===== config.mk =====
export PLATFORM = sky130hd
export DESIGN_NAME = deadline_ordered_release_queue
export DESIGN_NICKNAME = d
export VERILOG_FILES = /design/src/hdl/dorq_pkg.sv /design/src/hdl/deadline_ordered_release_queue.sv /design/src/hdl/dorq_cell.sv
export SDC_FILE = /design/constraint.sdc
export NUM_CORES = 2
export LEC_CHECK = 0
export ABC_AREA = 0
export ABC_CLOCK_PERIOD_IN_PS = 9290
export BUFFER_PORTS_ARGS = -buffer_cell sky130_fd_sc_hd__buf_4
export CAP_MARGIN = 20
export CORE_UTILIZATION = 54
export DETAILED_ROUTE_END_ITERATION = 10
export PLACE_DENSITY = 0.78
export SKIP_LAST_GASP = 1
export SLEW_MARGIN = 20
export SYNTH_ARGS = -nofsm -noshare
export SYNTH_HDL_FRONTEND = slang
export SYNTH_SLANG_ARGS = --single-unit

===== constraint.sdc =====
create_clock -name clk_i -period 9.29 [get_ports clk_i]
set_input_delay 0.4645 -clock clk_i [delete_from_list [all_inputs] [get_ports clk_i]]
set_output_delay 0.4645 -clock clk_i [all_outputs]
set_load 0.02 [all_outputs]

===== src/hdl/dorq_pkg.sv =====
// Shared types and constants of the deadline ordered release queue.
`default_nettype none

package dorq_pkg;

  // Field widths of the words on both channels
  localparam int unsigned TIME_BITS = 32;
  localparam int unsigned TAG_BITS  = 16;
  localparam int unsigned PEND_BITS = 5;

  typedef enum logic {
    CMD_SCHEDULE = 1'b0,
    CMD_PROCESS  = 1'b1
  } cmd_e;

  typedef enum logic [1:0] {
    ST_ACCEPTED   = 2'd0,
    ST_FULL       = 2'd1,
    ST_RELEASED   = 2'd2,
    ST_NOTHING    = 2'd3
  } status_e;

  typedef struct packed {
    cmd_e                 command;
    logic [TIME_BITS-1:0] due_time;
    logic [TAG_BITS-1:0]  payload_tag;
    logic [TIME_BITS-1:0] current_time;
  } in_word_t;

  typedef struct packed {
    status_e              status;
    logic [TAG_BITS-1:0]  released_tag;
    logic [TIME_BITS-1:0] released_time;
    logic                 last;
    logic [PEND_BITS-1:0] pending_count;
  } out_word_t;

  // One queue entry as held by a cell
  typedef struct packed {
    logic                 valid;
    logic [TIME_BITS-1:0] due;
    logic [TAG_BITS-1:0]  tag;
  } entry_t;

  // Broadcast control from the sequencer to every cell
  typedef struct packed {
    logic                 insert;
    logic                 shift;
    logic [TIME_BITS-1:0] key;
    logic [TAG_BITS-1:0]  new_tag;
  } cell_ctl_t;

endpackage

`default_nettype wire


===== src/hdl/deadline_ordered_release_queue.sv =====
// Top level: chain of sorted cells, sequencer and output register.
// Schedule: result word in the cycle after accept; next word accepted once the output is free.
// Process: the accept cycle enters the release state, which fills the output register; then one
//   word per cycle from the head cell while the output is not stalled; set by the single head port.
// Output register decouples the sides; a stalled output holds the sequence.
// Reset (async, active low) clears valid bits and occupancy; no clearing pass.
`default_nettype none

module deadline_ordered_release_queue #(
  parameter int unsigned QUEUE_DEPTH = 16
) (
  input  wire                 clk_i,
  input  wire                 rst_ni,
  input  wire                 in_valid_i,
  output logic                in_ready_o,
  input  wire dorq_pkg::in_word_t in_i,
  output logic                out_valid_o,
  input  wire                 out_ready_i,
  output dorq_pkg::out_word_t out_o
);

  localparam int unsigned CNT_W = $clog2(QUEUE_DEPTH + 1);

  typedef enum logic [1:0] {
    S_IDLE    = 2'b01,
    S_RELEASE = 2'b10
  } state_e;

  state_e                         state_q, state_d;
  logic [CNT_W-1:0]               count_q, count_d;
  logic [dorq_pkg::TIME_BITS-1:0] now_q;
  logic                           out_valid_q, out_valid_d;
  dorq_pkg::out_word_t            out_q, out_d;

  dorq_pkg::cell_ctl_t            ctl;
  dorq_pkg::entry_t               entry [QUEUE_DEPTH];
  logic [QUEUE_DEPTH-1:0]         le;
  logic [QUEUE_DEPTH-1:0]         valid_vec;

  logic out_free, accept, full;

  assign out_free   = !out_valid_q || out_ready_i;
  assign in_ready_o = (state_q == S_IDLE) && out_free;
  assign accept     = in_valid_i && in_ready_o;
  assign full       = (count_q == CNT_W'(QUEUE_DEPTH));

  // cell control: key is the new due time when idle, the latched now otherwise
  always_comb begin
    ctl.key     = (state_q == S_IDLE) ? in_i.due_time : now_q;
    ctl.new_tag = in_i.payload_tag;
    ctl.insert  = accept && (in_i.command == dorq_pkg::CMD_SCHEDULE) && !full;
    ctl.shift   = (state_q == S_RELEASE) && out_free && le[0];
  end

  // chain of cells, head at index 0
  for (genvar i = 0; i < QUEUE_DEPTH; i++) begin : g_cell
    dorq_pkg::entry_t prev_e, next_e;
    logic             prev_le;

    if (i == 0) begin : g_head
      assign prev_e  = '0;
      assign prev_le = 1'b1;
    end else begin : g_body
      assign prev_e  = entry[i-1];
      assign prev_le = le[i-1];
    end

    if (i == QUEUE_DEPTH - 1) begin : g_tail
      assign next_e = '0;
    end else begin : g_mid
      assign next_e = entry[i+1];
    end

    dorq_cell u_cell (
      .clk_i     (clk_i),
      .rst_ni    (rst_ni),
      .ctl_i     (ctl),
      .prev_le_i (prev_le),
      .prev_i    (prev_e),
      .next_i    (next_e),
      .entry_o   (entry[i]),
      .le_o      (le[i])
    );

    assign valid_vec[i] = entry[i].valid;
  end

  // sequencer and result word
  always_comb begin
    state_d     = state_q;
    count_d     = count_q;
    out_valid_d = out_valid_q && !out_ready_i;
    out_d       = out_q;
    unique case (state_q)
      S_IDLE: begin
        if (accept) begin
          if (in_i.command == dorq_pkg::CMD_SCHEDULE) begin
            out_valid_d          = 1'b1;
            out_d.released_tag   = '0;
            out_d.released_time  = '0;
            out_d.last           = 1'b1;
            if (full) begin
              out_d.status        = dorq_pkg::ST_FULL;
              out_d.pending_count = dorq_pkg::PEND_BITS'(count_q);
            end else begin
              count_d             = CNT_W'(count_q + 1'b1);
              out_d.status        = dorq_pkg::ST_ACCEPTED;
              out_d.pending_count = dorq_pkg::PEND_BITS'(count_d);
            end
          end else begin
            state_d = S_RELEASE;
          end
        end
      end
      S_RELEASE: begin
        if (out_free) begin
          out_valid_d = 1'b1;
          if (le[0]) begin
            count_d             = CNT_W'(count_q - 1'b1);
            out_d.status        = dorq_pkg::ST_RELEASED;
            out_d.released_tag  = entry[0].tag;
            out_d.released_time = entry[0].due;
            out_d.last          = !le[1];
            out_d.pending_count = dorq_pkg::PEND_BITS'(count_d);
            if (!le[1]) begin
              state_d = S_IDLE;
            end
          end else begin
            // nothing due at all
            out_d.status        = dorq_pkg::ST_NOTHING;
            out_d.released_tag  = '0;
            out_d.released_time = '0;
            out_d.last          = 1'b1;
            out_d.pending_count = dorq_pkg::PEND_BITS'(count_q);
            state_d             = S_IDLE;
          end
        end
      end
      default: state_d = S_IDLE;
    endcase
  end

  always_ff @(posedge clk_i or negedge rst_ni) begin
    if (!rst_ni) begin
      state_q     <= S_IDLE;
      count_q     <= '0;
      out_valid_q <= 1'b0;
    end else begin
      state_q     <= state_d;
      count_q     <= count_d;
      out_valid_q <= out_valid_d;
    end
  end

  // payload registers
  always_ff @(posedge clk_i) begin
    out_q <= out_d;
    if (accept) begin
      now_q <= in_i.current_time;
    end
  end

  assign out_valid_o = out_valid_q;
  assign out_o       = out_q;

`ifndef ASSERT_OFF
  // occupancy counter tracks the valid cells
  a_count_matches: assert property (@(posedge clk_i) disable iff (!rst_ni)
    $countones(valid_vec) == count_q)
    else $error("occupancy differs from valid cells");

  a_count_bound: assert property (@(posedge clk_i) disable iff (!rst_ni)
    count_q <= CNT_W'(QUEUE_DEPTH))
    else $error("occupancy above depth");

  a_insert_grows: assert property (@(posedge clk_i) disable iff (!rst_ni)
    ctl.insert |=> count_q == CNT_W'($past(count_q) + 1'b1))
    else $error("insert did not add one entry");

  a_release_shrinks: assert property (@(posedge clk_i) disable iff (!rst_ni)
    ctl.shift |=> (count_q == CNT_W'($past(count_q) - 1'b1)) && out_valid_q)
    else $error("release did not remove one entry");

  // chain stays sorted by due time
  for (genvar j = 0; j + 1 < QUEUE_DEPTH; j++) begin : g_chk
    a_sorted: assert property (@(posedge clk_i) disable iff (!rst_ni)
      entry[j+1].valid |-> (entry[j].valid && (entry[j].due <= entry[j+1].due)))
      else $error("chain out of order");
  end
`endif

endmodule

`default_nettype wire


===== src/hdl/dorq_cell.sv =====
// One cell of the sorted chain: holds an entry, inserts or shifts with its neighbors.
`default_nettype none

module dorq_cell (
  input  wire                   clk_i,
  input  wire                   rst_ni,
  input  wire dorq_pkg::cell_ctl_t ctl_i,
  input  wire                   prev_le_i,
  input  wire dorq_pkg::entry_t prev_i,
  input  wire dorq_pkg::entry_t next_i,
  output dorq_pkg::entry_t      entry_o,
  output logic                  le_o
);

  logic                           valid_q, valid_d;
  logic [dorq_pkg::TIME_BITS-1:0] due_q, due_d;
  logic [dorq_pkg::TAG_BITS-1:0]  tag_q, tag_d;

  // entry stays ahead of the key: valid and due no later than it
  assign le_o = valid_q && (due_q <= ctl_i.key);

  // next entry: hold, pull from successor on release, or open a gap on insert
  always_comb begin
    valid_d = valid_q;
    due_d   = due_q;
    tag_d   = tag_q;
    if (ctl_i.shift) begin
      valid_d = next_i.valid;
      due_d   = next_i.due;
      tag_d   = next_i.tag;
    end else if (ctl_i.insert && !le_o) begin
      if (prev_le_i) begin
        valid_d = 1'b1;
        due_d   = ctl_i.key;
        tag_d   = ctl_i.new_tag;
      end else begin
        valid_d = prev_i.valid;
        due_d   = prev_i.due;
        tag_d   = prev_i.tag;
      end
    end
  end

  always_ff @(posedge clk_i or negedge rst_ni) begin
    if (!rst_ni) begin
      valid_q <= 1'b0;
    end else begin
      valid_q <= valid_d;
    end
  end

  // payload needs no reset
  always_ff @(posedge clk_i) begin
    due_q <= due_d;
    tag_q <= tag_d;
  end

  assign entry_o.valid = valid_q;
  assign entry_o.due   = due_q;
  assign entry_o.tag   = tag_q;

endmodule

`default_nettype wire

==> impl_metrics.env <==
export IMPL_status="finished, final reports clean"
export IMPL_synthMuxAreaShare_pct=8.374
export IMPL_pin_count=143
export IMPL_viasPerCell=6.518
export IMPL_yosys_register_bits=880
export IMPL_yosysWarnings=0
export IMPL_fin_crit_sh_pct=75.94
export IMPL_synth_adder_area_share_pct=11.52
export IMPL_insertedDiodeCount=0
export IMPL_hp_start="in_i[80]"
export IMPL_fin_skew_ns=0.03607
export IMPL_drive_gt1_share_pct=9.201
export IMPL_clkPwrFrac_pct=16.8
export IMPL_start_util_pct=54.88
export IMPL_ys_flop_type="edfxtp_1"
export IMPL_vias=44449
export IMPL_netSwitchingPower_mw=10.45
export IMPL_globalplace_congestion=0.9542
export IMPL_fin_crit_ns=7.055
export IMPL_grt_ovfl_total=0
export IMPL_cts_hold_buf=33
export IMPL_syn_area_per_cell_um2=10.05
export IMPL_finalSetupTns_ns=0
export IMPL_clockBufferDepth=3
export IMPL_synthArstFlopShare_pct=2.727
export IMPL_rows=115
export IMPL_fp_dieW_um=319.2
export IMPL_post_route_drc_count=0
export IMPL_dp_hpwl_um=116900
export IMPL_critical_path_cell_chain="ha_2 > buf_4 > mux2_2 > clkinv_1 > ha_1 > nand4_1 > nor4_1 > nand3_1 > nor3_1 > a22oi_2 > buf_4 > buf_4 > nor2_4 > buf_12 > o21ai_0"
export IMPL_cts_buffers=96
export IMPL_ir_drop_v=0.0002770
export IMPL_crit_path_start_kind="register"
export IMPL_slew_viol_final=0
export IMPL_path_buf_inv=5
export IMPL_syn_nets=5988
export IMPL_pwr_share_comb_pct=51.6
export IMPL_netlist_cell_type_count=85
export IMPL_syn2layout_area_growth_pct=10.68
export IMPL_power_density_mw_per_mm2=392.9
export IMPL_synth_simple_area_share_pct=12.86
export IMPL_worstSetupPathDepth=15
export IMPL_final_common_cell="edfxtp_1"
export IMPL_relSlewSlack_pct=21.81
export IMPL_drv_cap=0
export IMPL_ctsResizeCount=0
export IMPL_crit_arrival_ns=7.43
export IMPL_regToRegSetupSlack_ns=2.24
export IMPL_synth_edf_count=808
export IMPL_swShare_pct=44.23
export IMPL_critPathLaunch="state_q[0]"
export IMPL_cts_sink_count=880
export IMPL_p_int_mw=13.18
export IMPL_drtAntennaViolNets=0
export IMPL_nets=6034
export IMPL_rsz0062_at_grt="false"
export IMPL_postCtsSetupRepairBufs=0
export IMPL_n_fill_cell=8018
export IMPL_timing_final_hold_violations=0
export IMPL_coreArea_mm2=0.09899
export IMPL_min_path_type="in2reg"
export IMPL_firstDrtPassIters=7
export IMPL_grt_use_total_pct=32.28
export IMPL_cts_root_buf="clkbuf_16"
export IMPL_synth_compound_area_share_pct=15.91
export IMPL_fmax_mhz=141.7
export IMPL_sequentialPowerShare_pct=31.6
export IMPL_clk_pin_slew_ns=0.06
export IMPL_holdPathStages=3
export IMPL_cp_data_required_time_ns=9.67
export IMPL_htreeDepth=3
export IMPL_dieArea_mm2=0.1019
export IMPL_yosysSeqAreaShare_pct=47.54
export IMPL_grt_pass1_wl_um=255600
export IMPL_synth_xor_area_share_pct=0.3869
export IMPL_antenna_found_initial=8
export IMPL_wire_per_inst_um=24.63
export IMPL_cp_common_cell="buf_4"
export IMPL_setup_violations=0
export IMPL_synth_top_family_by_area="compound AO/OA/AOI/OAI gates"
export IMPL_crit_type="reg2reg"
export IMPL_p_leak_nw=22.91
export IMPL_synth_cell_area_mm2=0.05432
export IMPL_worst_pin_slew_ns=1.173
export IMPL_grt_pass1_vias=43226
export IMPL_slowest_delay_ns=0.85
export IMPL_crit_fanout=259
export IMPL_reg2reg_from="state_q[0]"
export IMPL_cp_end_kind="register"
export IMPL_portBuffers=142
export IMPL_crit_slowest_cell="nor4_1"
export IMPL_die_h_um=319.2
export IMPL_clkLatencyLatePin_ns=0.71
export IMPL_drtIter0Drc=6136
export IMPL_grt_start_max_net_pins=260
export IMPL_wl_um=168000
export IMPL_cts_tree="yes"
export IMPL_final_cell_mix="edfxtp_1, nand2_1, a21oi_1"
export IMPL_r2r_cells=15
export IMPL_syn_inst=5403
export IMPL_cp_top_family="simple AND/OR/NAND/NOR gates"
export IMPL_fin_util_pct=60.74
## power groups by stage
stage | sequential, mW | combinational (mW) | clock (mW)
detailed placement | 7.49 | 11.8 | 0
global route | 7.56 | 13.2 | 4.12
finish | 7.47 | 12.2 | 3.96
floorplan | 7.24 | 8.41 | 0
CTS | 7.44 | 11.9 | 3.98
global placement | 7.49 | 11.3 | 0
## metrics by stage
step                      hold WS, ns  instances  setup WS [ns]  instance area (µm²)  total power, mW
after global routing           0.1201       6819          2.065                60130            24.91
final                          0.1135       6819          2.235                60130            23.63
after CTS                     0.09860       6819          2.434                60120            23.34
after global placement         0.4236       6604          2.487                56540            18.81
after floorplan                0.1689       5403          1.324                54320            15.65
after detailed placement       0.4240       6605          2.466                56570            19.32
## path summary, 6_finish.rpt
kind	end
max in group asynchronous	g_cell[13].u_cell.valid_q
worst min-delay path	state_q[0]
worst max-delay path	g_cell[7].u_cell.due_q[14]
worst min register to register	g_cell[15].u_cell.due_q[0]
worst max register to register	g_cell[7].u_cell.due_q[14]
min in group asynchronous	count_q[4]
## tightest hold or removal path, delay by kind of cell
kind | cells | cell delay [ns]
buffers and inverters | 1 | 0.08
and+or+nand+nor | 1 | 0.16
AOI/OAI and AO/OA | 1 | 0.10
## cell families (layout without fill, tap and decap cells)
| logic type | after synthesis | in the layout |
|---|---|---|
| AND/OR/NAND/NOR | 1617 | 1617 |
| AO/OA/AOI/OAI | 1535 | 1535 |
| flip-flops | 880 | 880 |
| adder cells (fa/ha/maj) | 500 | 500 |
| multiplexers | 450 | 450 |
| buffers and inverters | 397 | 526 |
| XOR/XNOR | 24 | 24 |
## routing by layer
layer | vias up | global-route usage [%] | wire, µm
met5 | - | 0 | 27
met2 | 2508 | 51.86 | 77160
li1 | 20108 | - | -
met1 | 21422 | 43.32 | 66880
met3 | 407 | 6.242 | 17610
met4 | 4 | 11.84 | 6268
## cell usage after synthesis, types with 27 or more instances
cell type  number  share of area (%)
nand3_1        65               0.60
inv_1          44               0.30
o2bb2ai_2      27               0.75
nor3_1         45               0.41
buf_2         144                1.3
edfxtp_1      808                 45
o21ai_0       621                5.7
mux2i_1       417                7.7
clkbuf_1      135               0.93
a21oi_1       610                5.6
dfxtp_1        48                1.8
mux2_2         32               0.66
nand4_1       108                1.2
o21ai_1        65               0.60
nand2_1       700                4.8
a21o_1         30               0.41
a211oi_1       32               0.44
ha_1          500                 12
nor2_1        528                3.6
buf_4          29               0.40
and2_1         54               0.62
clkinv_1       31               0.21
## final cells by class
class / count / area [µm²] / area share (%)
Clock buffer: 136 / 2684 / 4.464
Clock inverter: 45 / 533.0 / 0.8865
Inverter: 75 / 281.5 / 0.4682
Multi-Input combinational cell: 4126 / 26970 / 44.86
Sequential cell: 880 / 25830 / 42.95
Tap cell: 1287 / 1610 / 2.678
Timing Repair Buffer: 270 / 2217 / 3.688
## state kept, by name, summed over array words and instances, names as in the netlist
register / flops
out_o: 56
g_cell.u_cell.tag_q: 256
count_q: 5
now_q: 32
out_valid_o: 1
g_cell.u_cell.valid_q: 16
state_q: 2
g_cell.u_cell.due_q: 512
Power figures use the tool's default switching activity.
